==> src/rtl/yrgb_pkg.sv <==
package yrgb_pkg;

    localparam int SAMPLE_W    = 6;
    localparam int LUMA4_W     = 4;
    localparam int CHAN_W      = 4;
    localparam int RGB_W       = 3 * CHAN_W;
    localparam int ADDR_W      = 20;
    localparam int CFG_DATA_W  = 11;
    localparam int CFG_INDEX_W = 2;

    localparam logic [CFG_INDEX_W-1:0] REG_FRAME_WIDTH    = 2'd0;
    localparam logic [CFG_INDEX_W-1:0] REG_FRAME_HEIGHT   = 2'd1;
    localparam logic [CFG_INDEX_W-1:0] REG_TRANSPOSE_MODE = 2'd2;

    localparam logic [CFG_DATA_W-1:0] SIZE_RESET = 11'd1024;

    typedef logic [SAMPLE_W-1:0]        sample_t;
    typedef logic [LUMA4_W-1:0]         luma4_t;
    typedef logic [CFG_DATA_W-1:0]      cfg_data_t;
    typedef logic [CFG_INDEX_W-1:0]     cfg_index_t;
    typedef logic signed [SAMPLE_W-1:0] offset_t;

    typedef struct packed {
        sample_t luma_top_left;
        sample_t luma_top_right;
        sample_t luma_bottom_left;
        sample_t luma_bottom_right;
        sample_t chroma_u;
        sample_t chroma_v;
    } block_item_t;

    typedef struct packed {
        logic [ADDR_W-1:0] pixel_address;
        logic [RGB_W-1:0]  pixel_rgb;
        logic              last_of_block;
        logic              last_of_frame;
    } pixel_item_t;

    typedef struct packed {
        offset_t red;
        offset_t green;
        offset_t blue;
    } chroma_off_t;

    typedef enum logic [1:0] {
        PIX_TOP_LEFT,
        PIX_TOP_RIGHT,
        PIX_BOTTOM_LEFT,
        PIX_BOTTOM_RIGHT
    } pixel_sel_t;

endpackage

==> src/rtl/yrgb_block_if.sv <==
interface yrgb_block_if import yrgb_pkg::*; ();

    logic        valid;
    logic        ready;
    block_item_t data;

    modport source (output valid, output data, input ready);
    modport sink   (input valid, input data, output ready);

endinterface

==> src/rtl/yrgb_pixel_if.sv <==
interface yrgb_pixel_if import yrgb_pkg::*; ();

    logic        valid;
    logic        ready;
    pixel_item_t data;

    modport source (output valid, output data, input ready);
    modport sink   (input valid, input data, output ready);

endinterface

==> src/rtl/yrgb_cfg.sv <==
module yrgb_cfg import yrgb_pkg::*; #(
    parameter int MAX_WIDTH  = 1024,
    parameter int MAX_HEIGHT = 1024,
    localparam int WW = $clog2(MAX_WIDTH + 1),
    localparam int HW = $clog2(MAX_HEIGHT + 1)
) (
    input  logic          clk,
    input  logic          rst_n,
    input  logic          cfg_write_enable,
    input  cfg_index_t    cfg_index,
    input  cfg_data_t     cfg_data,
    output logic [WW-1:0] frame_w,
    output logic [HW-1:0] frame_h,
    output logic          transpose
);

    localparam int WX = (WW > CFG_DATA_W) ? WW : CFG_DATA_W;
    localparam int HX = (HW > CFG_DATA_W) ? HW : CFG_DATA_W;

    cfg_data_t width_reg;
    cfg_data_t height_reg;
    logic      transpose_reg;

    logic [WX-1:0] w_ext;
    logic [WX-1:0] w_clamp;
    logic [HX-1:0] h_ext;
    logic [HX-1:0] h_clamp;

    always_ff @(posedge clk or negedge rst_n)
    begin
        if (!rst_n)
        begin
            width_reg     <= SIZE_RESET;
            height_reg    <= SIZE_RESET;
            transpose_reg <= 1'b0;
        end
        else if (cfg_write_enable)
        begin
            unique case (cfg_index)
                REG_FRAME_WIDTH:    width_reg     <= cfg_data;
                REG_FRAME_HEIGHT:   height_reg    <= cfg_data;
                REG_TRANSPOSE_MODE: transpose_reg <= cfg_data[0];
                default:
                begin
                end
            endcase
        end
    end

    always_comb
    begin
        w_ext = WX'(width_reg);
        if (w_ext < WX'(2))
            w_clamp = WX'(2);
        else if (w_ext > WX'(MAX_WIDTH))
            w_clamp = WX'(MAX_WIDTH);
        else
            w_clamp = w_ext;

        h_ext = HX'(height_reg);
        if (h_ext < HX'(2))
            h_clamp = HX'(2);
        else if (h_ext > HX'(MAX_HEIGHT))
            h_clamp = HX'(MAX_HEIGHT);
        else
            h_clamp = h_ext;
    end

    assign frame_w   = {w_clamp[WW-1:1], 1'b0};
    assign frame_h   = {h_clamp[HW-1:1], 1'b0};
    assign transpose = transpose_reg;

endmodule

==> src/rtl/yrgb_position.sv <==
module yrgb_position import yrgb_pkg::*; #(
    parameter int MAX_WIDTH  = 1024,
    parameter int MAX_HEIGHT = 1024,
    localparam int WW = $clog2(MAX_WIDTH + 1),
    localparam int HW = $clog2(MAX_HEIGHT + 1),
    localparam int CW = (MAX_WIDTH / 2 > 1) ? $clog2(MAX_WIDTH / 2) : 1,
    localparam int RW = (MAX_HEIGHT / 2 > 1) ? $clog2(MAX_HEIGHT / 2) : 1
) (
    input  logic          clk,
    input  logic          rst_n,
    input  logic [WW-1:0] frame_w,
    input  logic [HW-1:0] frame_h,
    input  logic          advance,
    output logic [CW-1:0] col,
    output logic [RW-1:0] row,
    output logic          frame_end
);

    logic [CW-1:0] col_reg;
    logic [CW-1:0] col_next;
    logic [RW-1:0] row_reg;
    logic [RW-1:0] row_next;

    logic [WW-1:0] bw;
    logic [HW-1:0] bh;
    logic [CW-1:0] col_cur;
    logic [RW-1:0] row_cur;
    logic          last_col;
    logic          last_row;

    assign bw = WW'(frame_w[WW-1:1]);
    assign bh = HW'(frame_h[HW-1:1]);

    always_comb
    begin
        col_cur  = (WW'(col_reg) >= bw) ? '0 : col_reg;
        row_cur  = (HW'(row_reg) >= bh) ? '0 : row_reg;
        last_col = (WW'(col_cur) == bw - WW'(1));
        last_row = (HW'(row_cur) == bh - HW'(1));

        col_next = col_reg;
        row_next = row_reg;
        if (advance)
        begin
            if (last_col)
            begin
                col_next = '0;
                row_next = last_row ? '0 : row_cur + RW'(1);
            end
            else
            begin
                col_next = col_cur + CW'(1);
                row_next = row_cur;
            end
        end
    end

    always_ff @(posedge clk or negedge rst_n)
    begin
        if (!rst_n)
        begin
            col_reg <= '0;
            row_reg <= '0;
        end
        else
        begin
            col_reg <= col_next;
            row_reg <= row_next;
        end
    end

    assign col       = col_cur;
    assign row       = row_cur;
    assign frame_end = last_col && last_row;

endmodule

==> src/rtl/yrgb_block_stage.sv <==
module yrgb_block_stage import yrgb_pkg::*; #(
    parameter int MAX_WIDTH  = 1024,
    parameter int MAX_HEIGHT = 1024,
    localparam int WW = $clog2(MAX_WIDTH + 1),
    localparam int HW = $clog2(MAX_HEIGHT + 1),
    localparam int CW = (MAX_WIDTH / 2 > 1) ? $clog2(MAX_WIDTH / 2) : 1,
    localparam int RW = (MAX_HEIGHT / 2 > 1) ? $clog2(MAX_HEIGHT / 2) : 1
) (
    input  logic          clk,
    input  logic          rst_n,
    input  logic [WW-1:0] frame_w,
    input  logic [HW-1:0] frame_h,
    input  logic          transpose,
    input  logic [CW-1:0] col,
    input  logic [RW-1:0] row,
    input  logic          frame_end,
    output logic          advance,
    yrgb_block_if.sink    blocks,
    yrgb_pixel_if.source  pixels
);

    localparam int OW = (WW > HW) ? WW : HW;
    localparam int PW = (2 * OW + 1 > ADDR_W) ? 2 * OW + 1 : ADDR_W;

    logic        blk_valid_reg;
    logic        blk_valid_next;
    pixel_sel_t  sel_reg;
    pixel_sel_t  sel_next;
    logic        out_valid_reg;
    logic        out_valid_next;

    luma4_t        luma_tl_reg;
    luma4_t        luma_tr_reg;
    luma4_t        luma_bl_reg;
    luma4_t        luma_br_reg;
    chroma_off_t   offs_reg;
    logic [CW-1:0] col_reg;
    logic [RW-1:0] row_reg;
    logic          frame_end_reg;
    pixel_item_t   out_item_reg;

    chroma_off_t   offs_in;
    logic signed [8:0] u_s;
    logic signed [8:0] v_s;
    logic signed [8:0] cb_sum;
    logic signed [8:0] cg_sum;
    logic signed [8:0] cr_sum;
    logic signed [8:0] cb_q;
    logic signed [8:0] cg_q;
    logic signed [8:0] cr_q;

    logic        load_out;
    logic        blk_done;
    luma4_t      luma_sel;
    logic        pix_r;
    logic        pix_c;
    logic [OW-1:0] col2;
    logic [OW-1:0] row2;
    logic [OW-1:0] mul_a;
    logic [OW-1:0] mul_b;
    logic [OW-1:0] add_c;
    logic [PW-1:0] addr_full;
    pixel_item_t pixel_next;

    function automatic logic [CHAN_W-1:0] clamp_chan(luma4_t y, offset_t off);
        logic signed [SAMPLE_W:0] s;
        s = $signed({3'b000, y}) + (SAMPLE_W + 1)'(off);
        if (s < 0)
            return '0;
        else if (s > $signed((SAMPLE_W + 1)'(15)))
            return CHAN_W'(15);
        else
            return s[CHAN_W-1:0];
    endfunction

    // chroma offsets, floor quarter by arithmetic shift
    always_comb
    begin
        u_s    = $signed({3'b000, blocks.data.chroma_u});
        v_s    = $signed({3'b000, blocks.data.chroma_v});
        cb_sum = (u_s <<< 1) + (u_s >>> 5) - 9'sd63;
        cg_sum = 9'sd33 - (u_s >>> 2) - (u_s >>> 3) - (v_s >>> 1) - (v_s >>> 4);
        cr_sum = v_s + (v_s >>> 3) - 9'sd35;
        cb_q   = cb_sum >>> 2;
        cg_q   = cg_sum >>> 2;
        cr_q   = cr_sum >>> 2;
        offs_in.blue  = cb_q[SAMPLE_W-1:0];
        offs_in.green = cg_q[SAMPLE_W-1:0];
        offs_in.red   = cr_q[SAMPLE_W-1:0];
    end

    assign load_out     = blk_valid_reg && (!out_valid_reg || pixels.ready);
    assign blk_done     = load_out && (sel_reg == PIX_BOTTOM_RIGHT);
    assign blocks.ready = !blk_valid_reg || blk_done;
    assign advance      = blocks.valid && blocks.ready;

    always_comb
    begin
        case (sel_reg)
            PIX_TOP_LEFT:    luma_sel = luma_tl_reg;
            PIX_TOP_RIGHT:   luma_sel = luma_tr_reg;
            PIX_BOTTOM_LEFT: luma_sel = luma_bl_reg;
            default:         luma_sel = luma_br_reg;
        endcase

        pix_r = sel_reg[1];
        pix_c = sel_reg[0];
        col2  = OW'({col_reg, pix_c});
        row2  = OW'({row_reg, pix_r});

        if (transpose)
        begin
            mul_a = col2;
            mul_b = OW'(frame_h);
            add_c = row2;
        end
        else
        begin
            mul_a = OW'(frame_h) - OW'(1) - row2;
            mul_b = OW'(frame_w);
            add_c = col2;
        end
        addr_full = PW'(mul_a) * PW'(mul_b) + PW'(add_c);

        pixel_next.pixel_address = addr_full[ADDR_W-1:0];
        pixel_next.pixel_rgb     = {clamp_chan(luma_sel, offs_reg.red),
                                    clamp_chan(luma_sel, offs_reg.green),
                                    clamp_chan(luma_sel, offs_reg.blue)};
        pixel_next.last_of_block = (sel_reg == PIX_BOTTOM_RIGHT);
        pixel_next.last_of_frame = (sel_reg == PIX_BOTTOM_RIGHT) && frame_end_reg;
    end

    always_comb
    begin
        blk_valid_next = blk_valid_reg;
        if (advance)
            blk_valid_next = 1'b1;
        else if (blk_done)
            blk_valid_next = 1'b0;

        sel_next = sel_reg;
        if (advance)
            sel_next = PIX_TOP_LEFT;
        else if (load_out)
        begin
            case (sel_reg)
                PIX_TOP_LEFT:    sel_next = PIX_TOP_RIGHT;
                PIX_TOP_RIGHT:   sel_next = PIX_BOTTOM_LEFT;
                PIX_BOTTOM_LEFT: sel_next = PIX_BOTTOM_RIGHT;
                default:         sel_next = PIX_TOP_LEFT;
            endcase
        end

        out_valid_next = out_valid_reg;
        if (load_out)
            out_valid_next = 1'b1;
        else if (pixels.ready)
            out_valid_next = 1'b0;
    end

    always_ff @(posedge clk or negedge rst_n)
    begin
        if (!rst_n)
        begin
            blk_valid_reg <= 1'b0;
            sel_reg       <= PIX_TOP_LEFT;
            out_valid_reg <= 1'b0;
        end
        else
        begin
            blk_valid_reg <= blk_valid_next;
            sel_reg       <= sel_next;
            out_valid_reg <= out_valid_next;
        end
    end

    always_ff @(posedge clk)
    begin
        if (advance)
        begin
            luma_tl_reg   <= blocks.data.luma_top_left[SAMPLE_W-1:2];
            luma_tr_reg   <= blocks.data.luma_top_right[SAMPLE_W-1:2];
            luma_bl_reg   <= blocks.data.luma_bottom_left[SAMPLE_W-1:2];
            luma_br_reg   <= blocks.data.luma_bottom_right[SAMPLE_W-1:2];
            offs_reg      <= offs_in;
            col_reg       <= col;
            row_reg       <= row;
            frame_end_reg <= frame_end;
        end
        if (load_out)
            out_item_reg <= pixel_next;
    end

    assign pixels.valid = out_valid_reg;
    assign pixels.data  = out_item_reg;

`ifndef NO_ASSERTIONS
    a_frame_flag_on_block_end: assert property (@(posedge clk) disable iff (!rst_n)
        pixels.valid && pixels.data.last_of_frame |-> pixels.data.last_of_block)
        else $error("last_of_frame without last_of_block");

    a_block_continues: assert property (@(posedge clk) disable iff (!rst_n)
        pixels.valid && pixels.ready && !pixels.data.last_of_block |=> pixels.valid)
        else $error("pixel stream of a block broke off");

    a_accept_starts_block: assert property (@(posedge clk) disable iff (!rst_n)
        advance |=> blk_valid_reg && (sel_reg == PIX_TOP_LEFT))
        else $error("accepted item did not start at the first pixel");

    a_pending_block_loads: assert property (@(posedge clk) disable iff (!rst_n)
        blk_valid_reg && !out_valid_reg |=> out_valid_reg)
        else $error("pending block did not fill the output register");
`endif

endmodule

==> src/rtl/yuv420_to_rgb444_block_converter_core.sv <==
// Converts 2x2 blocks of 6-bit YUV 4:2:0 samples, taken in raster block order, into four
// 12-bit RGB pixels (R 11:8, G 7:4, B 3:0), each with its frame buffer address, emitted
// top-left, top-right, bottom-left, bottom-right. The result channel carries one pixel per
// cycle while the sink is ready; a block's first pixel passes the block registers, then
// the output register, and the next block is taken while its predecessor's last pixel moves
// into the output register. The address multiply is one registered pass through a single
// multiplier per pixel. Frame size and transpose mode are written through the configuration
// port by the user only while the block is idle; the block does not enforce this. Sizes are
// clamped to the supported range and forced even. There is no clearing pass after reset.
module yuv420_to_rgb444_block_converter_core import yrgb_pkg::*; #(
    parameter int MAX_WIDTH  = 1024,
    parameter int MAX_HEIGHT = 1024
) (
    input  logic         clk,
    input  logic         rst_n,
    input  logic         cfg_write_enable,
    input  cfg_index_t   cfg_index,
    input  cfg_data_t    cfg_data,
    yrgb_block_if.sink   blocks,
    yrgb_pixel_if.source pixels
);

    localparam int WW = $clog2(MAX_WIDTH + 1);
    localparam int HW = $clog2(MAX_HEIGHT + 1);
    localparam int CW = (MAX_WIDTH / 2 > 1) ? $clog2(MAX_WIDTH / 2) : 1;
    localparam int RW = (MAX_HEIGHT / 2 > 1) ? $clog2(MAX_HEIGHT / 2) : 1;

    logic [WW-1:0] frame_w;
    logic [HW-1:0] frame_h;
    logic          transpose;
    logic [CW-1:0] col;
    logic [RW-1:0] row;
    logic          frame_end;
    logic          advance;

    yrgb_cfg #(
        .MAX_WIDTH  (MAX_WIDTH),
        .MAX_HEIGHT (MAX_HEIGHT)
    ) u_cfg (
        .clk              (clk),
        .rst_n            (rst_n),
        .cfg_write_enable (cfg_write_enable),
        .cfg_index        (cfg_index),
        .cfg_data         (cfg_data),
        .frame_w          (frame_w),
        .frame_h          (frame_h),
        .transpose        (transpose)
    );

    yrgb_position #(
        .MAX_WIDTH  (MAX_WIDTH),
        .MAX_HEIGHT (MAX_HEIGHT)
    ) u_position (
        .clk       (clk),
        .rst_n     (rst_n),
        .frame_w   (frame_w),
        .frame_h   (frame_h),
        .advance   (advance),
        .col       (col),
        .row       (row),
        .frame_end (frame_end)
    );

    yrgb_block_stage #(
        .MAX_WIDTH  (MAX_WIDTH),
        .MAX_HEIGHT (MAX_HEIGHT)
    ) u_block_stage (
        .clk       (clk),
        .rst_n     (rst_n),
        .frame_w   (frame_w),
        .frame_h   (frame_h),
        .transpose (transpose),
        .col       (col),
        .row       (row),
        .frame_end (frame_end),
        .advance   (advance),
        .blocks    (blocks),
        .pixels    (pixels)
    );

endmodule

==> src/flat_wrapper.sv <==
// flat-port wrapper written by rule: the top's interface ports become plain ports
module yuv420_to_rgb444_block_converter_core_flat import yrgb_pkg::*;
#(
    parameter int MAX_WIDTH  = 1024,
    parameter int MAX_HEIGHT = 1024
)
  (clk, rst_n, cfg_write_enable, cfg_index, cfg_data, blocks_valid, blocks_data, blocks_ready, pixels_valid, pixels_data, pixels_ready);
  yrgb_block_if blocks_i ();
  yrgb_pixel_if pixels_i ();
  input  logic clk;
  input  logic rst_n;
  input  logic cfg_write_enable;
  input  cfg_index_t cfg_index;
  input  cfg_data_t cfg_data;
  input wire logic [$bits(blocks_i.valid)-1:0] blocks_valid;
  input wire logic [$bits(blocks_i.data)-1:0] blocks_data;
  output wire logic [$bits(blocks_i.ready)-1:0] blocks_ready;
  output wire logic [$bits(pixels_i.valid)-1:0] pixels_valid;
  output wire logic [$bits(pixels_i.data)-1:0] pixels_data;
  input wire logic [$bits(pixels_i.ready)-1:0] pixels_ready;
  assign blocks_i.valid = blocks_valid;
  assign blocks_i.data = blocks_data;
  assign blocks_ready = blocks_i.ready;
  assign pixels_valid = pixels_i.valid;
  assign pixels_data = pixels_i.data;
  assign pixels_i.ready = pixels_ready;
  yuv420_to_rgb444_block_converter_core #(.MAX_WIDTH(MAX_WIDTH), .MAX_HEIGHT(MAX_HEIGHT)) u_core (.clk(clk), .rst_n(rst_n), .cfg_write_enable(cfg_write_enable), .cfg_index(cfg_index), .cfg_data(cfg_data), .blocks(blocks_i), .pixels(pixels_i));
endmodule
==> config.mk <==
export PLATFORM = sky130hd
export DESIGN_NAME = yuv420_to_rgb444_block_converter_core_flat
export DESIGN_NICKNAME = d
export VERILOG_FILES = /design/src/rtl/yrgb_pkg.sv /design/src/rtl/yrgb_block_if.sv /design/src/rtl/yrgb_pixel_if.sv /design/src/rtl/yrgb_cfg.sv /design/src/rtl/yrgb_position.sv /design/src/rtl/yrgb_block_stage.sv /design/src/rtl/yuv420_to_rgb444_block_converter_core.sv /design/src/flat_wrapper.sv
export SDC_FILE = /design/constraint.sdc
export NUM_CORES = 1
export LEC_CHECK = 0
export BUFFER_PORTS_ARGS = -buffer_cell sky130_fd_sc_hd__buf_2
export CAP_MARGIN = 10
export CORE_MARGIN = 2
export CORE_UTILIZATION = 45
export CTS_CLUSTER_DIAMETER = 80
export CTS_CLUSTER_SIZE = 16
export DETAILED_ROUTE_END_ITERATION = 8
export PLACE_DENSITY = 0.74
export SETUP_SLACK_MARGIN = 0.3
export SLEW_MARGIN = 20
export SYNTH_ARGS = -nofsm -noshare
export SYNTH_HDL_FRONTEND = slang
export SYNTH_SLANG_ARGS = --single-unit
==> constraint.sdc <==
create_clock -name clk -period 7.37 [get_ports clk]
set_input_delay 0.3685 -clock clk [delete_from_list [all_inputs] [get_ports clk]]
set_output_delay 0.3685 -clock clk [all_outputs]
set_load 0.005 [all_outputs]
* Word-level counts from Yosys, hierarchy flattened
Cells that the tools add are included.
** Word-level totals
- Register bits after elaboration :: 132
- Bits of input ports :: 54
- Output and inout port bits :: 36
** Cells by class
- Add/sub/neg operators :: 18
- Multiply operators :: 1
- $lt $le $gt $ge :: 12
- Eq/ne operators :: 7
- Mux-type cells :: 23
- Reductions and logical operators :: 17
** Operators by type and width (number)
- 11-bit two-way mux :: 6
- 9-bit two-way mux :: 5
- 9-bit by 11-bit == test with 1-bit output :: 2
- 11-bit > comparator (second input constant) :: 2
- 11-bit by 2-bit less-than comparator with 1-bit output (second input constant) :: 2
- 10-bit by 1-bit subtractor with 11-bit output (second input constant) :: 2
- 5-bit by 6-bit adder with 7-bit output :: 3
- 7-bit by 5-bit > comparator with 1-bit output (second input constant) :: 3
- 7-bit by 1-bit less-than comparator with 1-bit output (second input constant) :: 3
- 20-bit by 11-bit adder with 20-bit output :: 1
- 9-bit by 10-bit greater-or-equal comparator with 1-bit output :: 2
- 11-bit by 11-bit multiplier with 20-bit output :: 1
- 9-bit by 1-bit adder with 9-bit output (second input constant) :: 2
- 4-bit two-way mux :: 3
- 4-bit case mux with 3 select lines :: 1
- 11-bit by 1-bit subtractor with 11-bit output (second input constant) :: 1
- 11-bit by 10-bit subtractor with 11-bit output :: 1
- 10-bit two-way mux :: 1
- 7-bit by 1-bit adder with 8-bit output :: 1
- 7-bit by 4-bit subtractor with 8-bit output :: 1
- 7-bit by 6-bit subtractor with 8-bit output (second input constant) :: 1
- 8-bit by 3-bit subtractor with 8-bit output :: 1
- 8-bit by 6-bit subtractor with 8-bit output :: 1
- 8-bit by 6-bit subtractor with 8-bit output (second input constant) :: 1
- other kinds (13) :: 31

* Longest topological paths before layout
Gate-level depths: netlist of the first run.
- Depth in word-level cells :: 8
- Gate-level depth with buffers :: 32

* Cells and area by module
Synthesis of the first run repeated with hierarchy kept, for this count alone.
** Unflattened totals
- Cells, all modules :: 1316
- Area, all modules :: 12839.8 um2
** Modules (own cells, without submodules)
- yrgb_block_stage :: instances 1, cells each 907, area an instance 9262.6 um2, sequential area each 2712.6 um2
- yrgb_position :: instances 1, cells each 329, area an instance 2543.7 um2, sequential area each 450.4 um2
- yrgb_cfg :: instances 1, cells each 80, area an instance 1033.5 um2, sequential area each 528.0 um2

* Worst setup path before layout of the first run
Ideal clock, no wire load.
- Kind :: reg2reg
- Start point :: register u_core.u_cfg.height_reg[10] (netlist: u_core.u_cfg.h_ext[10])
- End point :: register u_core.u_block_stage.out_item_reg, in the netlist u_core.u_block_stage.pixels.data[33], data pin
- Library setup time :: 0.264 ns
- Arrival time :: 7.174 ns
- Required time :: 7.106 ns
- Setup slack :: -0.067 ns
- Stages on the path, launching flop included :: 32
- Cell sequence :: dfstp_2 > clkbuf_1 > buf_1 > buf_1 > nor2_1 > fa_1 > a21o_1 > a21oi_1 > o21bai_1 > a21o_1 > xnor2_1 > nor2_1 > a21oi_1 > nand2b_1 > fa_1 > inv_1 > fa_1 > inv_1 > fa_1 > inv_1 > fa_1 > inv_1 > fa_1 > inv_1 > ha_1 > o211ai_1 > nand2_1 > a41oi_1 > a211o_1 > o21ai_0 > a31oi_1 > xor2_1
** On the way
- Word-level cells in the longest chain between the ends :: 8
** Ends and longest elaborated chain
- start, declared :: RTL line yrgb_cfg.sv:21 : cfg_data_t height_reg;
- start signal, assigned :: RTL line yrgb_cfg.sv:41 : REG_FRAME_HEIGHT: height_reg <= cfg_data;
- 11-bit > comparator :: RTL line yrgb_cfg.sv:63 : else if (h_ext > HX'(MAX_HEIGHT))
- 11-bit two-way mux :: RTL line yrgb_cfg.sv:63
- 11-bit two-way mux * :: RTL line yrgb_cfg.sv:61 : if (h_ext < HX'(2))
- 11-bit by 1-bit subtractor with 11-bit output :: RTL line yrgb_block_stage.sv:119 : mul_a = OW'(frame_h) - OW'(1) - row2;
- 11-bit by 10-bit subtractor with 11-bit output :: RTL line yrgb_block_stage.sv:119
- 11-bit two-way mux :: RTL line yrgb_block_stage.sv:111 : if (transpose)
- 11-bit by 11-bit multiplier with 20-bit output * :: RTL line yrgb_block_stage.sv:123 : addr_full = PW'(mul_a) * PW'(mul_b) + PW'(add_c);
- 20-bit by 11-bit adder with 20-bit output * :: RTL line yrgb_block_stage.sv:123
- named net u_core.u_block_stage.addr_full[19] :: RTL line yrgb_block_stage.sv:62 : logic [PW-1:0] addr_full;
- end signal, assigned :: RTL line yrgb_block_stage.sv:191 : out_item_reg <= pixel_next;
- end, declared :: RTL line yrgb_block_stage.sv:40 : pixel_item_t out_item_reg;
The timed path passes the listed nets; every way through them passes the cells marked *.
A chain may end at the register's enable or synchronous reset.

* Worst setup path in the final report of the first run
- Start point :: register u_core.u_cfg.height_reg[6] (netlist: u_core.u_cfg.h_ext[6])
- End point :: register u_core.u_block_stage.out_item_reg, in the netlist u_core.u_block_stage.pixels.data[33], data pin
The elaborated chain is that of the path after synthesis.

==> results of run 1 <==
[final cells by class]
type	count	area, µm²
Fill cell	2339	12650
Multi-Input combinational cell	946	8084
Sequential cell	132	3742
Timing Repair Buffer	135	815.8
Inverter	171	641.9
Clock buffer	18	429.2
Tap cell	341	426.7
Clock inverter	14	157.7
[path summary, 6_finish.rpt]
path,cells past startpoint,to,slack (ps),start
max in group asynchronous,2,u_core.u_cfg.transpose$_DFFE_PN0P_,6440,rst_n
worst min register to register,1,u_core.u_block_stage.pixels.valid$_DFFE_PN0P_,480,u_core.u_block_stage.blk_valid_reg$_DFFE_PN0P_
worst max-delay path,30,u_core.u_block_stage.pixels.data[33]$_DFFE_PP_,380,u_core.u_cfg.h_ext[6]$_DFFE_PN0P_
worst max register to register,30,u_core.u_block_stage.pixels.data[33]$_DFFE_PP_,380,u_core.u_cfg.h_ext[6]$_DFFE_PN0P_
worst min-delay path,1,u_core.u_block_stage.luma_br_reg[0]$_DFFE_PP_,110,blocks_data[14]
min in group asynchronous,2,u_core.u_cfg.w_ext[8]$_DFFE_PN0P_,480,rst_n
[cell usage after synthesis (4+ instances only)]
master | count | area, µm²
sky130_fd_sc_hd__and2_1 | 27 | 168.9
sky130_fd_sc_hd__nand3_1 | 21 | 105.1
sky130_fd_sc_hd__a211o_1 | 4 | 35.03
sky130_fd_sc_hd__buf_2 | 4 | 20.02
sky130_fd_sc_hd__inv_1 | 170 | 638.1
sky130_fd_sc_hd__dfrtp_1 | 43 | 1076
sky130_fd_sc_hd__nor4_1 | 10 | 62.56
sky130_fd_sc_hd__o211ai_1 | 4 | 30.03
sky130_fd_sc_hd__o21ai_0 | 46 | 230.2
sky130_fd_sc_hd__ha_1 | 124 | 1551
sky130_fd_sc_hd__or3_1 | 10 | 62.56
sky130_fd_sc_hd__a21o_1 | 16 | 120.1
sky130_fd_sc_hd__o21ai_1 | 8 | 40.04
sky130_fd_sc_hd__o31ai_1 | 5 | 37.54
sky130_fd_sc_hd__o21a_1 | 20 | 150.1
sky130_fd_sc_hd__a22o_1 | 5 | 43.79
sky130_fd_sc_hd__a21oi_1 | 38 | 190.2
sky130_fd_sc_hd__a2111oi_0 | 5 | 43.79
sky130_fd_sc_hd__xnor2_1 | 33 | 289.0
sky130_fd_sc_hd__mux2_2 | 34 | 382.9
sky130_fd_sc_hd__o21bai_1 | 4 | 30.03
sky130_fd_sc_hd__nand2_1 | 94 | 352.8
sky130_fd_sc_hd__nor3_1 | 27 | 135.1
sky130_fd_sc_hd__fa_1 | 87 | 1742
sky130_fd_sc_hd__or2_2 | 10 | 62.56
sky130_fd_sc_hd__a31oi_1 | 8 | 50.05
sky130_fd_sc_hd__edfxtp_1 | 87 | 2613
sky130_fd_sc_hd__nor2b_1 | 21 | 131.4
sky130_fd_sc_hd__nand2b_1 | 29 | 181.4
sky130_fd_sc_hd__a22oi_1 | 9 | 67.56
sky130_fd_sc_hd__nand3b_1 | 4 | 30.03
sky130_fd_sc_hd__clkbuf_1 | 28 | 105.1
sky130_fd_sc_hd__mux2i_1 | 13 | 130.1
sky130_fd_sc_hd__nand4_1 | 9 | 56.30
sky130_fd_sc_hd__xor2_1 | 19 | 166.4
sky130_fd_sc_hd__a211oi_1 | 9 | 67.56
sky130_fd_sc_hd__nor3b_1 | 7 | 52.55
sky130_fd_sc_hd__nor2_1 | 127 | 476.7
[power breakdown]
group,switching [mW],total (mW),internal (mW)
Sequential,0.128,1.33,1.20
Clock,0.383,0.865,0.482
Combinational,2.83,5.24,2.41
[timing repair]
item,in CTS,in global routing
endpoints found under the setup margin,5,7
endpoints found under the hold margin,0,21
resized for setup,17,33
pin swaps,7,36
setup buffers,5,11
hold buffers,0,1
[logic make-up after synthesis]
| group | after synthesis | share of synthesized area |
|---|---|---|
| muxes | 47 | 0.04143 |
| buffers and inverters | 208 | 0.06468 |
| DFF | 132 | 0.3022 |
| xor gates and xnor gates | 53 | 0.03861 |
| AOI/OAI and AO/OA | 214 | 0.1168 |
| adders and majority gates | 211 | 0.2660 |
| and+or+nand+nor | 421 | 0.1703 |
[per-stage QoR]
| step | instance area [µm²] | setup TNS (ps) | hold slack [ps] | util | cells |
|---|---|---|---|---|---|
| 3_5_place_dp | 13330 | -41.57 | 475.7 | 0.4947 | 1708 |
| 6_report | 14300 | 0 | 108.4 | 0.5305 | 1757 |
| 4_1_cts | 14040 | 0 | 101.2 | 0.5211 | 1745 |
| 2_1_floorplan | 12390 | 0 | 72.91 | - | 1286 |
| 5_1_grt | 14300 | 0 | 92.96 | 0.5305 | 1757 |
| 3_3_place_gp | 13330 | 0 | 462.6 | 0.4947 | 1708 |
[per-layer routing]
layer / wire length, µm / GRT usage
met5: 0 / 0
met4: 739 / 0.07023
met3: 1635 / 0.03233
met2: 14550 / 0.3654
met1: 13060 / 0.2778
==> results, run 1 <==
- For this design, the sink count on the clock tree is 132.
- Dividing the detail-routed via count by the number of cells gives 5.617.
- The area of the core is 26950 µm².
- For this run, the register share of the synthesized area comes to 0.3022.
- The setup slack after layout is 382.2 ps.
- The launching element type of the critical path is a flop.
- The H-tree level count is 4.
- The first detailed-routing pass ran for 6 iterations.
- For the worst-skew pair, the clock arrives at the later sink with an insertion delay of 430 ps.
- The cell repeated most along the worst path is sky130_fd_sc_hd__fa_1.
- Dividing the final minimum period by the clock period gives 0.9481.
- In this run, CTS created clock tree buffers numbering 17.
- The post-layout total power is 7.430 mW.
- The worst-case headroom to the max-slew limit is 0.4024.
- For the pin with the worst max-slew slack, the measured transition is 894.2 ps.
- The critical setup path kind is reg -> reg.
- The total global routing overflow is 0.
- Max-cap violations in this run came to 0.
- The final count of hold timing violations came to 0.
- The library cell contributing the largest single delay on the critical path is sky130_fd_sc_hd__fa_1.
- The tree is rooted in a sky130_fd_sc_hd__clkbuf_16.
- The cell area that synthesis handed to floorplanning was 12380 µm².
- The number of global-route vias before repair is 9538.
- The post-route antenna net violation count is 0.
- The number of warnings printed during yosys synthesis is 0.
- The number of antenna violations at the first check in global routing was 0.
- The DRC violations left is 0.
- The top cell types in the final layout, fill and taps aside, are 167 x sky130_fd_sc_hd__inv_1, 123 x sky130_fd_sc_hd__nor2_1, 117 x sky130_fd_sc_hd__ha_1.
- The run finished with clean final reports.
- Setup repair after global routing could not meet its margin everywhere.
- The initial utilization of the core area, before any placement, comes to 0.4594.
- Counting along the longest clock path gives a buffer depth of 2.
- Across all layers, the routed design uses 9869 vias.
- Counting flops with a built-in enable in the synthesized netlist gives 87.
- On the critical path the largest part of the delay comes from adder cells.
- The number of placement rows is 60.
- The pin count of the biggest net entering global routing is 64.
- The number of unique standard cell types used by synthesis is 77.
- Static timing analysis puts the maximum clock frequency at 143.1 MHz.
- The leakage power figure is 6.484 nW.
- The overall die height is 169.9 µm.
- Dividing the detail-routed wire length by the instance count gives 17.06 µm.
- TritonCTS built the clock tree.
- Prior to clock tree synthesis, the placed netlist has a worst setup slack of -41.57 ps.
- The library cell used most frequently in the layout, excluding fill and tap cells, is sky130_fd_sc_hd__inv_1.
- The flip-flop count of the largest register, all copies and words added is 34.
- The sum of net half-perimeters after detailed placement is 22750 µm.
- The data required time of the worst path is 7550 ps.
- The post-CTS clock slew at the launch and capture registers of the worst setup and hold paths is 70 ps.
- The number of I/O port buffers is 81.
- STA classifies the critical path endpoint as a flop.
- Setup violations remaining at the end of the flow were counted as 0.
- The die is 169.9 µm wide.
- The cell count after synthesis came out at 1286.
- Relative to the synthesized area, the layout overhead comes to 15.48%.
- In this run the mean area of a mapped cell was 9.627 µm².
- After synthesis the netlist holds a flip-flop and latch count of 132.
- The count of pins over their slew limit is 0.
- Dividing total power by cell area gives a power density of 519.7 nW/µm².
- The delay of the slowest cell on the worst path is 530 ps.
- The worst endpoint data arrival time is 7170 ps.
- The number of buffers and inverters on the critical path is 5.
- Pin placement for this block handled 90 I/O pins.
- The count of inserted antenna diode cells is 0.
- The count of routing violations after the opening detailed-route iteration is 760.
- The path category of the worst min-delay check is in -> reg.
- Across every metal layer, demand over resource in global routing totals 0.2133.
- After layout, the minimum clock period comes to 6988 ps.
- Among all flip-flop cells after synthesis, the most frequent one is sky130_fd_sc_hd__edfxtp_1.
- The final setup skew is 16.73 ps.
- In this run the worst path has a maximum fanout of 4.
- Wires add up to 29980 µm.
- The die covers 28860 µm².
- At the end of routability-driven placement, the weighted congestion stood at 0.9017.
- The synthesized netlist net count is 1551.
- The first global-routing pass estimated 48440 µm of wire.
- The fraction of final layout cells sized beyond drive strength 1 is 0.1808.
- Across the VDD grid, the largest voltage drop is 0.4883 mV.
- At the end of the flow, the number of nets in the layout was 1668.
- The fraction of synthesis flops using an asynchronous set or reset pin is 0.3409.
No activity file was read; power rests on OpenSTA's default activity.
==> run 2: changes to the inputs <==
--- a/config.mk
+++ b/config.mk
@@ -7,12 +7,13 @@
 export LEC_CHECK = 0
 export BUFFER_PORTS_ARGS = -buffer_cell sky130_fd_sc_hd__buf_2
 export CAP_MARGIN = 10
+export CORE_ASPECT_RATIO = 0.5
 export CORE_MARGIN = 2
 export CORE_UTILIZATION = 45
 export CTS_CLUSTER_DIAMETER = 80
 export CTS_CLUSTER_SIZE = 16
 export DETAILED_ROUTE_END_ITERATION = 8
-export PLACE_DENSITY = 0.74
+export PLACE_DENSITY = 0.71
 export SETUP_SLACK_MARGIN = 0.3
 export SLEW_MARGIN = 20
 export SYNTH_ARGS = -nofsm -noshare
==> constraint.sdc (replaced) <==
create_clock -name clk -period 6.5 [get_ports clk]
set_input_delay 0.325 -clock clk [delete_from_list [all_inputs] [get_ports clk]]
set_output_delay 0.325 -clock clk [all_outputs]
set_load 0.005 [all_outputs]
==> run 2 against run 1 <==
  * The flow now finishes with violations (negative setup slack)
  * Combinational power increased by 42%
  * Clock skew shrank 5.6 ps
  * Clock power is 21% higher
  * Register-to-register slack worse by 820 ps
  * Via count up 5.7%
  * Global-route usage up 2.9 points
  * Largest power group unchanged
  * Highest routed layer is now met5
==> results, run 2 (same netlist as run 1, synthesis figures left out) <==
- The library cell contributing the largest single delay on the critical path is sky130_fd_sc_hd__fa_1 (unchanged).
- The final count of hold timing violations is 0 (unchanged).
- The clock latency of the later-clocked register in the worst-skew pair was 450 ps (was 430 ps).
- The flip-flop count of the largest register, all copies and words added was 34 (unchanged).
- The H-tree level count is 4 (unchanged).
- The count of nets after finishing is 1784 (was 1668).
- The internal reg-to-reg setup slack is -440 ps (was 380 ps).
- The worst endpoint data arrival time is 7120 ps (was 7170 ps).
- The number of clock sinks was 132 (unchanged).
- The delay of the slowest cell on the worst path came to 520 ps (was 530 ps).
- The total clock buffers created by CTS is 17 (unchanged).
- The overall die height came to 121.3 µm (was 169.9 µm).
- The detailed-route wire length is 34440 µm (was 29980 µm).
- The launching element type of the critical path was a flop (unchanged).
- The cell internal power dissipation is 5.761 mW (was 4.088 mW).
- The count of routing violations after the opening detailed-route iteration is 794 (was 760).
- The net switching power was 4.265 mW (was 3.342 mW).
- The sum of net half-perimeters after detailed placement came to 25030 µm (was 22750 µm).
- The final setup TNS is -2349 ps (was 0 ps).
- The worst slack at placement is -528.4 ps (was -41.57 ps).
- The combinational cell fraction of total power is 0.744 (was 0.705).
- The transition time at the pin with the least slew margin came to 940.5 ps (was 894.2 ps).
- The area of the core is 26750 µm² (was 26950 µm²).
- The count of pins over their slew limit came to 0 (unchanged).
- The global-route usage over all layers is 0.2419 (was 0.2133).
- The path category of the worst min-delay check is in -> reg (unchanged).
- The fraction of final layout cells sized beyond drive strength 1 came to 0.2755 (was 0.1808).
- The post-CTS clock slew at the launch and capture registers of the worst setup and hold paths is 60 ps (was 70 ps).
- The number of placement rows is 42 (was 60).
- The number of I/O port buffers is 81 (unchanged).
- The switching power share of the total is 0.4254 (was 0.4498).
- The number of max-capacitance violations reported is 0 (unchanged).
- The horizontal die dimension is 238.6 µm (was 169.9 µm).
- The shortest period the worst path allows is 6936 ps (was 6988 ps).
- The first-pass GRT wire length came to 54430 µm (was 48440 µm).
- The reg-to-reg critical path startpoint is u_core.u_cfg.h_ext[9]$_DFFE_PN0P_ (was u_core.u_cfg.h_ext[6]$_DFFE_PN0P_).
- The post-layout total power is 10.03 mW (was 7.430 mW).
- The worst vdd rail ir drop is 0.5752 mV (was 0.4883 mV).
- The maximum clock frequency was 144.2 MHz (was 143.1 MHz).
- The final setup skew was 11.14 ps (was 16.73 ps).
- The leakage power figure is 7.200 nW (was 6.484 nW).
- The critical setup path kind is reg -> reg (unchanged).
- The relative contribution of sequential cells to total power is 0.152 (was 0.179).
- The initial standard-cell utilization of the core came to 0.4629 (was 0.4594).
- The power density of the placed cells came to 638.5 nW/µm² (was 519.7 nW/µm²).
- The most common library cell in the layout ignoring fill and taps was sky130_fd_sc_hd__inv_1 (unchanged).
- The register area is 3745 µm² (was 3742 µm²).
- Unrepaired setup endpoints after global routing: true (unchanged).
- The number of antenna violations at the first check in global routing is 5 (was 0).
- The total global routing overflow was 0 (unchanged).
- The top-level I/O count is 90 (unchanged).
- The terminus of the critical flop-to-flop path is u_core.u_block_stage.pixels.data[33]$_DFFE_PP_ (unchanged).
- The setup slack after layout is -435.7 ps (was 382.2 ps).
- The data required time of the worst path is 6680 ps (was 7550 ps).
- The critical-path maximum fanout came to 4 (unchanged).
- The pin count of the biggest net entering global routing was 46 (was 64).
- The synthesis-to-layout area growth came to 26.82% (was 15.48%).
- The via density per instance is 5.527 (was 5.617).
- The part of the total power dissipated in the clock network came to 0.105 (was 0.116).
- The kind of capture point of the worst setup path is a flop (unchanged).
- The count of TritonRoute iterations in the first routing pass came to 6 (unchanged).
- The critical path endpoint is u_core.u_block_stage.pixels.data[33]$_DFFE_PP_ (unchanged).
- The cell at the root of the clock tree is sky130_fd_sc_hd__clkbuf_16 (unchanged).
- The worst setup path startpoint is u_core.u_cfg.h_ext[9]$_DFFE_PN0P_ (was u_core.u_cfg.h_ext[6]$_DFFE_PN0P_).
- The TritonCTS clock tree was done (unchanged).
- The area occupied by multi-input gates is 8339 µm² (was 8084 µm²).
- The total vias in the final route was 10430 (was 9869).
- The area of the die came to 28940 µm² (was 28860 µm²).
- The layout filler cell count is 2203 (was 2339).
- The cell count of the worst reg-to-reg path came to 32 (was 30).
- The final cycle utilization of the critical path is 1.067 (was 0.9481).
- The post-route antenna net violation count is 0 (unchanged).
- The final setup violation count was 14 (was 0).
- The largest buffer count on any clock path is 2 (unchanged).
- The worst-case headroom to the max-slew limit came to 0.3721 (was 0.4024).
- The DRC violations left is 0 (unchanged).
- The number of global-route vias before repair is 10669 (was 9538).
- The checks that failed: negative setup slack.
- The cell repeated most along the worst path is sky130_fd_sc_hd__fa_1 (unchanged).
- Run status: finished with violations (was finished, final reports clean).
- Highest-count cells in the layout ignoring fill and taps: 158 x sky130_fd_sc_hd__inv_1, 121 x sky130_fd_sc_hd__nor2_1, 116 x sky130_fd_sc_hd__buf_4 (was 167 x sky130_fd_sc_hd__inv_1, 123 x sky130_fd_sc_hd__nor2_1, 117 x sky130_fd_sc_hd__ha_1).
- The average wire length per cell after detail routing came to 18.25 µm (was 17.06 µm).
- The placer's final routability congestion estimate was 0.9140 (was 0.9017).
run 2: cell types whose count changed in the layout (fill, tap and decap cells not counted), moves of 6 or more:
cell | previous run | this run
sky130_fd_sc_hd__buf_4 | 54 | 116
sky130_fd_sc_hd__nand2_1 | 93 | 87
sky130_fd_sc_hd__inv_1 | 167 | 158
sky130_fd_sc_hd__buf_6 | 0 | 53
sky130_fd_sc_hd__inv_2 | 3 | 12
run 2: routing by layer:
metal / wire length (µm) / GRT usage
met1: 14600 / 0.3065
met2: 16360 / 0.4098
met3: 2071 / 0.04618
met4: 1384 / 0.09883
met5: 27 / 0
run 2: worst max-delay path, delay by kind of cell, from the launching register on:
kind | cells | cell delay [ps]
adder cells (fa/ha/maj) | 8 | 3160
flip-flops | 1 | 410
buffers and inverters | 8 | 680
XOR/XNOR | 2 | 270
AND/OR/NAND/NOR | 5 | 820
AO/OA/AOI/OAI | 9 | 1340
run 2: worst min-delay path by stage:
stage	start	endpoint	slack [ps]	cells after the start
after CTS	blocks_data[22]	u_core.u_block_stage.luma_bl_reg[2]$_DFFE_PP_	30	1
after detailed placement	u_core.u_block_stage.blk_valid_reg$_DFFE_PN0P_	u_core.u_block_stage.pixels.valid$_DFFE_PN0P_	500	1
after global routing	blocks_data[28]	u_core.u_block_stage.luma_tr_reg[2]$_DFFE_PP_	40	1
final	blocks_data[14]	u_core.u_block_stage.luma_br_reg[0]$_DFFE_PP_	50	1
after floorplan	rst_n	u_core.u_block_stage.blk_valid_reg$_DFFE_PN0P_	30	0
after global placement	u_core.u_block_stage.blk_valid_reg$_DFFE_PN0P_	u_core.u_block_stage.pixels.valid$_DFFE_PN0P_	470	1
run 2: layout make-up:
type,instances,share of cell area
multi-input cells,946,0.5311
flip-flops and latches,132,0.2385
repair buffers,251,0.1209
inverters,171,0.04088
well taps,352,0.02805
clock buffers,18,0.02733
clock inverters,14,0.01275
diodes,3,0.0004781
run 2: through the flow:
step | area, µm² | cells | hold slack [ps] | utilization
3_5_place_dp | 13960 | 1777 | 496.6 | 0.5221
4_1_cts | 15170 | 1864 | 33.53 | 0.5670
3_3_place_gp | 13960 | 1777 | 471.7 | 0.5221
5_1_grt | 15700 | 1885 | 43.17 | 0.5868
6_report | 15700 | 1887 | 54.94 | 0.5870
2_1_floorplan | 12570 | 1286 | 29.41 | -
run 2: power groups by stage:
stage	registers, mW	clock network (mW)	logic [mW]
after floorplan	1.49	0	4.26
after CTS	1.51	1.06	6.72
after global placement	1.52	0	5.96
after detailed placement	1.52	0	6.19
final	1.52	1.05	7.46
after global routing	1.54	1.10	8.29
run 2: timing repair:
action,4_1_cts,5_1_grt
gates resized for setup,49,91
hold buffers,0,1
endpoints found under the hold margin,0,43
buffers inserted,55,19
endpoints found under the setup margin,10,23
pin swaps,51,42
==> run 3: changes to the inputs <==
--- a/config.mk
+++ b/config.mk
@@ -5,6 +5,7 @@
 export SDC_FILE = /design/constraint.sdc
 export NUM_CORES = 1
 export LEC_CHECK = 0
+export ABC_AREA = 1
 export BUFFER_PORTS_ARGS = -buffer_cell sky130_fd_sc_hd__buf_2
 export CAP_MARGIN = 10
 export CORE_ASPECT_RATIO = 0.5
==> constraint.sdc (replaced) <==
create_clock -name clk -period 8.14 [get_ports clk]
set_input_delay 0.407 -clock clk [delete_from_list [all_inputs] [get_ports clk]]
set_output_delay 0.407 -clock clk [all_outputs]
set_load 0.005 [all_outputs]
==> run 3 against run 2 <==
  * Area after synthesis down 1.4%
  * The flow now finishes without violations
  * Register-to-register slack better by 1200 ps
  * Critical path depth unchanged
  * Critical endpoint is now u_core.u_block_stage.pixels.data[32]$_DFFE_PP_
  * Clock-buffer cell count down 1
  * Combinational power down 50%
  * Total power down 44%
  * Largest cell class unchanged
  * Critical path type unchanged
==> results, run 3 <==
- The cell count of the worst reg-to-reg path is 32 (unchanged).
- The synthesized flop and latch total came to 132 (unchanged).
- The number of antenna violations at the first check in global routing is 5 (unchanged).
- The top flip-flop cell by instance count after synthesis is sky130_fd_sc_hd__edfxtp_1 (unchanged).
- The synthesis-to-layout area growth is 11.86% (was 26.82%).
- The kind of capture point of the worst setup path is a flop (unchanged).
- The horizontal die dimension is 236.9 µm (was 238.6 µm).
- The reg-to-reg critical path startpoint was u_core.u_cfg.h_ext[10]$_DFFE_PN1P_ (was u_core.u_cfg.h_ext[9]$_DFFE_PN0P_).
- The data required time of the worst path is 8340 ps (was 6680 ps).
- The depth of the worst hold-timing path is 1 (unchanged).
- The register area is 3741 µm² (was 3745 µm²).
- The placer's final routability congestion estimate was 0.9390 (was 0.9140).
- The count of nets after finishing came to 1860 (was 1784).
- The number of warnings printed during yosys synthesis is 0 (unchanged).
- The most frequently used cell type in the post-synthesis netlist is sky130_fd_sc_hd__nand2_1 (was sky130_fd_sc_hd__inv_1).
- The final setup skew is 11.37 ps (was 11.14 ps).
- The worst slack at placement is 314.6 ps (was -528.4 ps).
- The post-CTS clock slew at the launch and capture registers of the worst setup and hold paths is 70 ps (was 60 ps).
- The layout filler cell count is 2487 (was 2203).
- The area of the die is 28530 µm² (was 28940 µm²).
- The fraction of synthesis flops using an asynchronous set or reset pin is 0.3409 (unchanged).
- The internal reg-to-reg setup slack was 770 ps (was -440 ps).
- The maximum clock frequency is 135.7 MHz (was 144.2 MHz).
- The synthesized netlist net count was 1771 (was 1551).
- The final cycle utilization of the critical path is 0.9050 (was 1.067).
- The final setup TNS was 0 ps (was -2349 ps).
- The sum of net half-perimeters after detailed placement is 22170 µm (was 25030 µm).
- The via density per instance was 5.032 (was 5.527).
- The total global routing overflow is 0 (unchanged).
- The power density of the placed cells is 414.4 nW/µm² (was 638.5 nW/µm²).
- The clock latency of the later-clocked register in the worst-skew pair is 450 ps (about the same).
- The overall die height was 120.4 µm (was 121.3 µm).
- The delay of the slowest cell on the worst path was 630 ps (was 520 ps).
- The sequential fraction of the synthesis area came to 0.3066 (was 0.3022).
- The hold path endpoint is u_core.u_block_stage.luma_tr_reg[0]$_DFFE_PP_ (was u_core.u_block_stage.luma_br_reg[0]$_DFFE_PP_).
- The cell count after synthesis is 1506 (was 1286).
- The number of global-route vias before repair is 9500 (was 10669).
- The leakage power figure is 7.045 nW (was 7.200 nW).
- The number of I/O port buffers is 81 (unchanged).
- Unrepaired setup endpoints after global routing: true (unchanged).
- Run status: finished, final reports clean (was finished with violations).
- The average footprint of a synthesized cell was 8.103 µm² (was 9.627 µm²).
- The worst vdd rail ir drop came to 0.2953 mV (was 0.5752 mV).
- The path category of the worst min-delay check is in -> reg (unchanged).
- The worst setup path startpoint is u_core.u_cfg.h_ext[10]$_DFFE_PN1P_ (was u_core.u_cfg.h_ext[9]$_DFFE_PN0P_).
- The launching element type of the critical path is a flop (unchanged).
- The number of max-capacitance violations reported is 0 (unchanged).
- The worst endpoint data arrival time is 7570 ps (was 7120 ps).
- The transition time at the pin with the least slew margin is 862.0 ps (was 940.5 ps).
- The total clock buffers created by CTS is 17 (unchanged).
- Ranking of synthesized cells by area: sky130_fd_sc_hd__edfxtp_1 21%, sky130_fd_sc_hd__fa_1 14%, sky130_fd_sc_hd__ha_1 13% (unchanged).
- The count of pins over their slew limit came to 0 (unchanged).
- The largest buffer count on any clock path is 2 (unchanged).
- The worst hold slack across all endpoints is 133.1 ps (was 54.94 ps).
- The number of placement rows was 42 (unchanged).
- The count of TritonRoute iterations in the first routing pass is 7 (was 6).
- Highest-count cells in the layout ignoring fill and taps: 338 x sky130_fd_sc_hd__nand2_1, 292 x sky130_fd_sc_hd__inv_1, 146 x sky130_fd_sc_hd__nor2_1 (was 158 x sky130_fd_sc_hd__inv_1, 121 x sky130_fd_sc_hd__nor2_1, 116 x sky130_fd_sc_hd__buf_4).
- The share of the synthesized area in the top cell type is 0.2141 (was 0.2110).
- The detailed-route wire length is 27950 µm (was 34440 µm).
- The pin count of the biggest net entering global routing is 74 (was 46).
- The top-level I/O count is 90 (unchanged).
- The initial standard-cell utilization of the core is 0.4598 (was 0.4629).
- The number of unique standard cell types used by synthesis was 48 (was 77).
- Most frequent cells after synthesis: 341 x sky130_fd_sc_hd__nand2_1, 293 x sky130_fd_sc_hd__inv_1, 148 x sky130_fd_sc_hd__nor2_1 (was 170 x sky130_fd_sc_hd__inv_1, 127 x sky130_fd_sc_hd__nor2_1, 124 x sky130_fd_sc_hd__ha_1).
- The start point of the worst hold path is blocks_data[26] (was blocks_data[14]).
- The first-pass GRT wire length is 46490 µm (was 54430 µm).
- The flip-flop count of the largest register, all copies and words added is 34 (unchanged).
- The final count of hold timing violations is 0 (unchanged).
- The area occupied by multi-input gates is 7273 µm² (was 8339 µm²).
- The cell accounting for the most synthesized area is sky130_fd_sc_hd__edfxtp_1 (unchanged).
- The shortest period the worst path allows was 7367 ps (was 6936 ps).
- The most common library cell in the layout ignoring fill and taps is sky130_fd_sc_hd__nand2_1 (was sky130_fd_sc_hd__inv_1).
- The average wire length per cell after detail routing is 14.25 µm (was 18.25 µm).
- The critical-path maximum fanout came to 14 (was 4).
- The fraction of final layout cells sized beyond drive strength 1 is 0.09888 (was 0.2755).
- The number of synthesized flops with an enable pin is 87 (unchanged).
- The global-route usage over all layers is 0.2098 (was 0.2419).
- The cell at the root of the clock tree is sky130_fd_sc_hd__clkbuf_16 (unchanged).
- The area of the core is 26540 µm² (was 26750 µm²).
- The critical setup path kind is reg -> reg (unchanged).
- The total vias in the final route is 9872 (was 10430).
- The count of routing violations after the opening detailed-route iteration is 658 (was 794).
- The post-route antenna net violation count came to 0 (unchanged).
- The library cell contributing the largest single delay on the critical path is sky130_fd_sc_hd__dfstp_2 (was sky130_fd_sc_hd__fa_1).
- The final setup violation count is 0 (was 14).
- The terminus of the critical flop-to-flop path is u_core.u_block_stage.pixels.data[32]$_DFFE_PP_ (was u_core.u_block_stage.pixels.data[33]$_DFFE_PP_).
- The setup slack after layout is 773.4 ps (was -435.7 ps).
- The worst-case headroom to the max-slew limit is 0.4253 (was 0.3721).
- The H-tree level count is 4 (unchanged).
- The DRC violations left was 0 (unchanged).
- The number of clock sinks is 132 (unchanged).
- The area of the mapped netlist is 12200 µm² (was 12380 µm²).
- The TritonCTS clock tree is done (unchanged).
[run 3: cell count changes in the layout (fill, tap and decap cells not counted), moves of 25 or more]
cell | previous run | this run
sky130_fd_sc_hd__buf_6 | 53 | 0
sky130_fd_sc_hd__nand2_1 | 87 | 338
sky130_fd_sc_hd__nor2_1 | 121 | 146
sky130_fd_sc_hd__o21ai_0 | 35 | 73
sky130_fd_sc_hd__inv_1 | 158 | 292
sky130_fd_sc_hd__buf_4 | 116 | 13
sky130_fd_sc_hd__nand3_1 | 19 | 70
sky130_fd_sc_hd__a21oi_1 | 30 | 60
sky130_fd_sc_hd__mux2_2 | 34 | 0
[run 3: through the flow]
step                cells  utilization  power, mW  area [µm²]
finish               1962       0.5144      5.657       13650
global route         1960       0.5142      6.357       13650
CTS                  1959       0.5128      5.676       13610
detailed placement   1927       0.4916      4.886       13050
global placement     1927       0.4916      4.802       13050
floorplan            1506            -      4.006       12200
[run 3: how the worst max path moves through the flow]
stage	end
floorplan	u_core.u_block_stage.pixels.data[32]$_DFFE_PP_
global placement	u_core.u_block_stage.pixels.data[32]$_DFFE_PP_
detailed placement	u_core.u_block_stage.pixels.data[32]$_DFFE_PP_
CTS	u_core.u_block_stage.pixels.data[32]$_DFFE_PP_
global route	u_core.u_block_stage.pixels.data[32]$_DFFE_PP_
finish	u_core.u_block_stage.pixels.data[32]$_DFFE_PP_
[run 3: cells by family after synthesis]
group / synth area share
DFF: 0.3066
AOI/OAI and AO/OA: 0.08510
xor gates and xnor gates: 0.03445
and+or+nand+nor: 0.2040
buffers and inverters: 0.09997
adders and majority gates: 0.2699
[run 3: critical path, delay by kind of cell, from the launching register on]
family | cells | cell delay [ps]
buffers and inverters | 6 | 570
AO/OA/AOI/OAI | 9 | 1370
flip-flops | 1 | 630
AND/OR/NAND/NOR | 9 | 1260
adder cells (fa/ha/maj) | 7 | 3200
XOR/XNOR | 1 | 80
[run 3: area by class of cell]
type / instances / area share
Clock inverter: 15 / 0.01017
Tap cell: 352 / 0.03226
Sequential cell: 132 / 0.2741
Inverter: 298 / 0.08194
Antenna cell: 2 / 0.0003666
Multi-Input combinational cell: 1052 / 0.5328
Clock buffer: 17 / 0.03116
Timing Repair Buffer: 94 / 0.03721
[run 3: what timing repair did]
action | in CTS | in global routing
hold buffers | 0 | 1
gates resized for setup | 0 | 12
endpoints found under the hold margin | 0 | 10
endpoints found under the setup margin | 0 | 6
setup buffers | 0 | 0
[run 3: per-layer routing]
layer	GRT usage	vias to the layer above	wire length, µm
li1	-	4969	-
met1	0.2745	4573	12510
met2	0.3368	274	12680
met3	0.05228	50	1976
met4	0.08307	6	746
met5	0	-	37
[run 3: power by group]
group | total, mW | switching [mW] | internal [mW]
clock network | 0.752 | 0.349 | 0.404
logic | 3.76 | 2.27 | 1.49
registers | 1.14 | 0.0795 | 1.06
total | 5.66 | 2.70 | 2.96
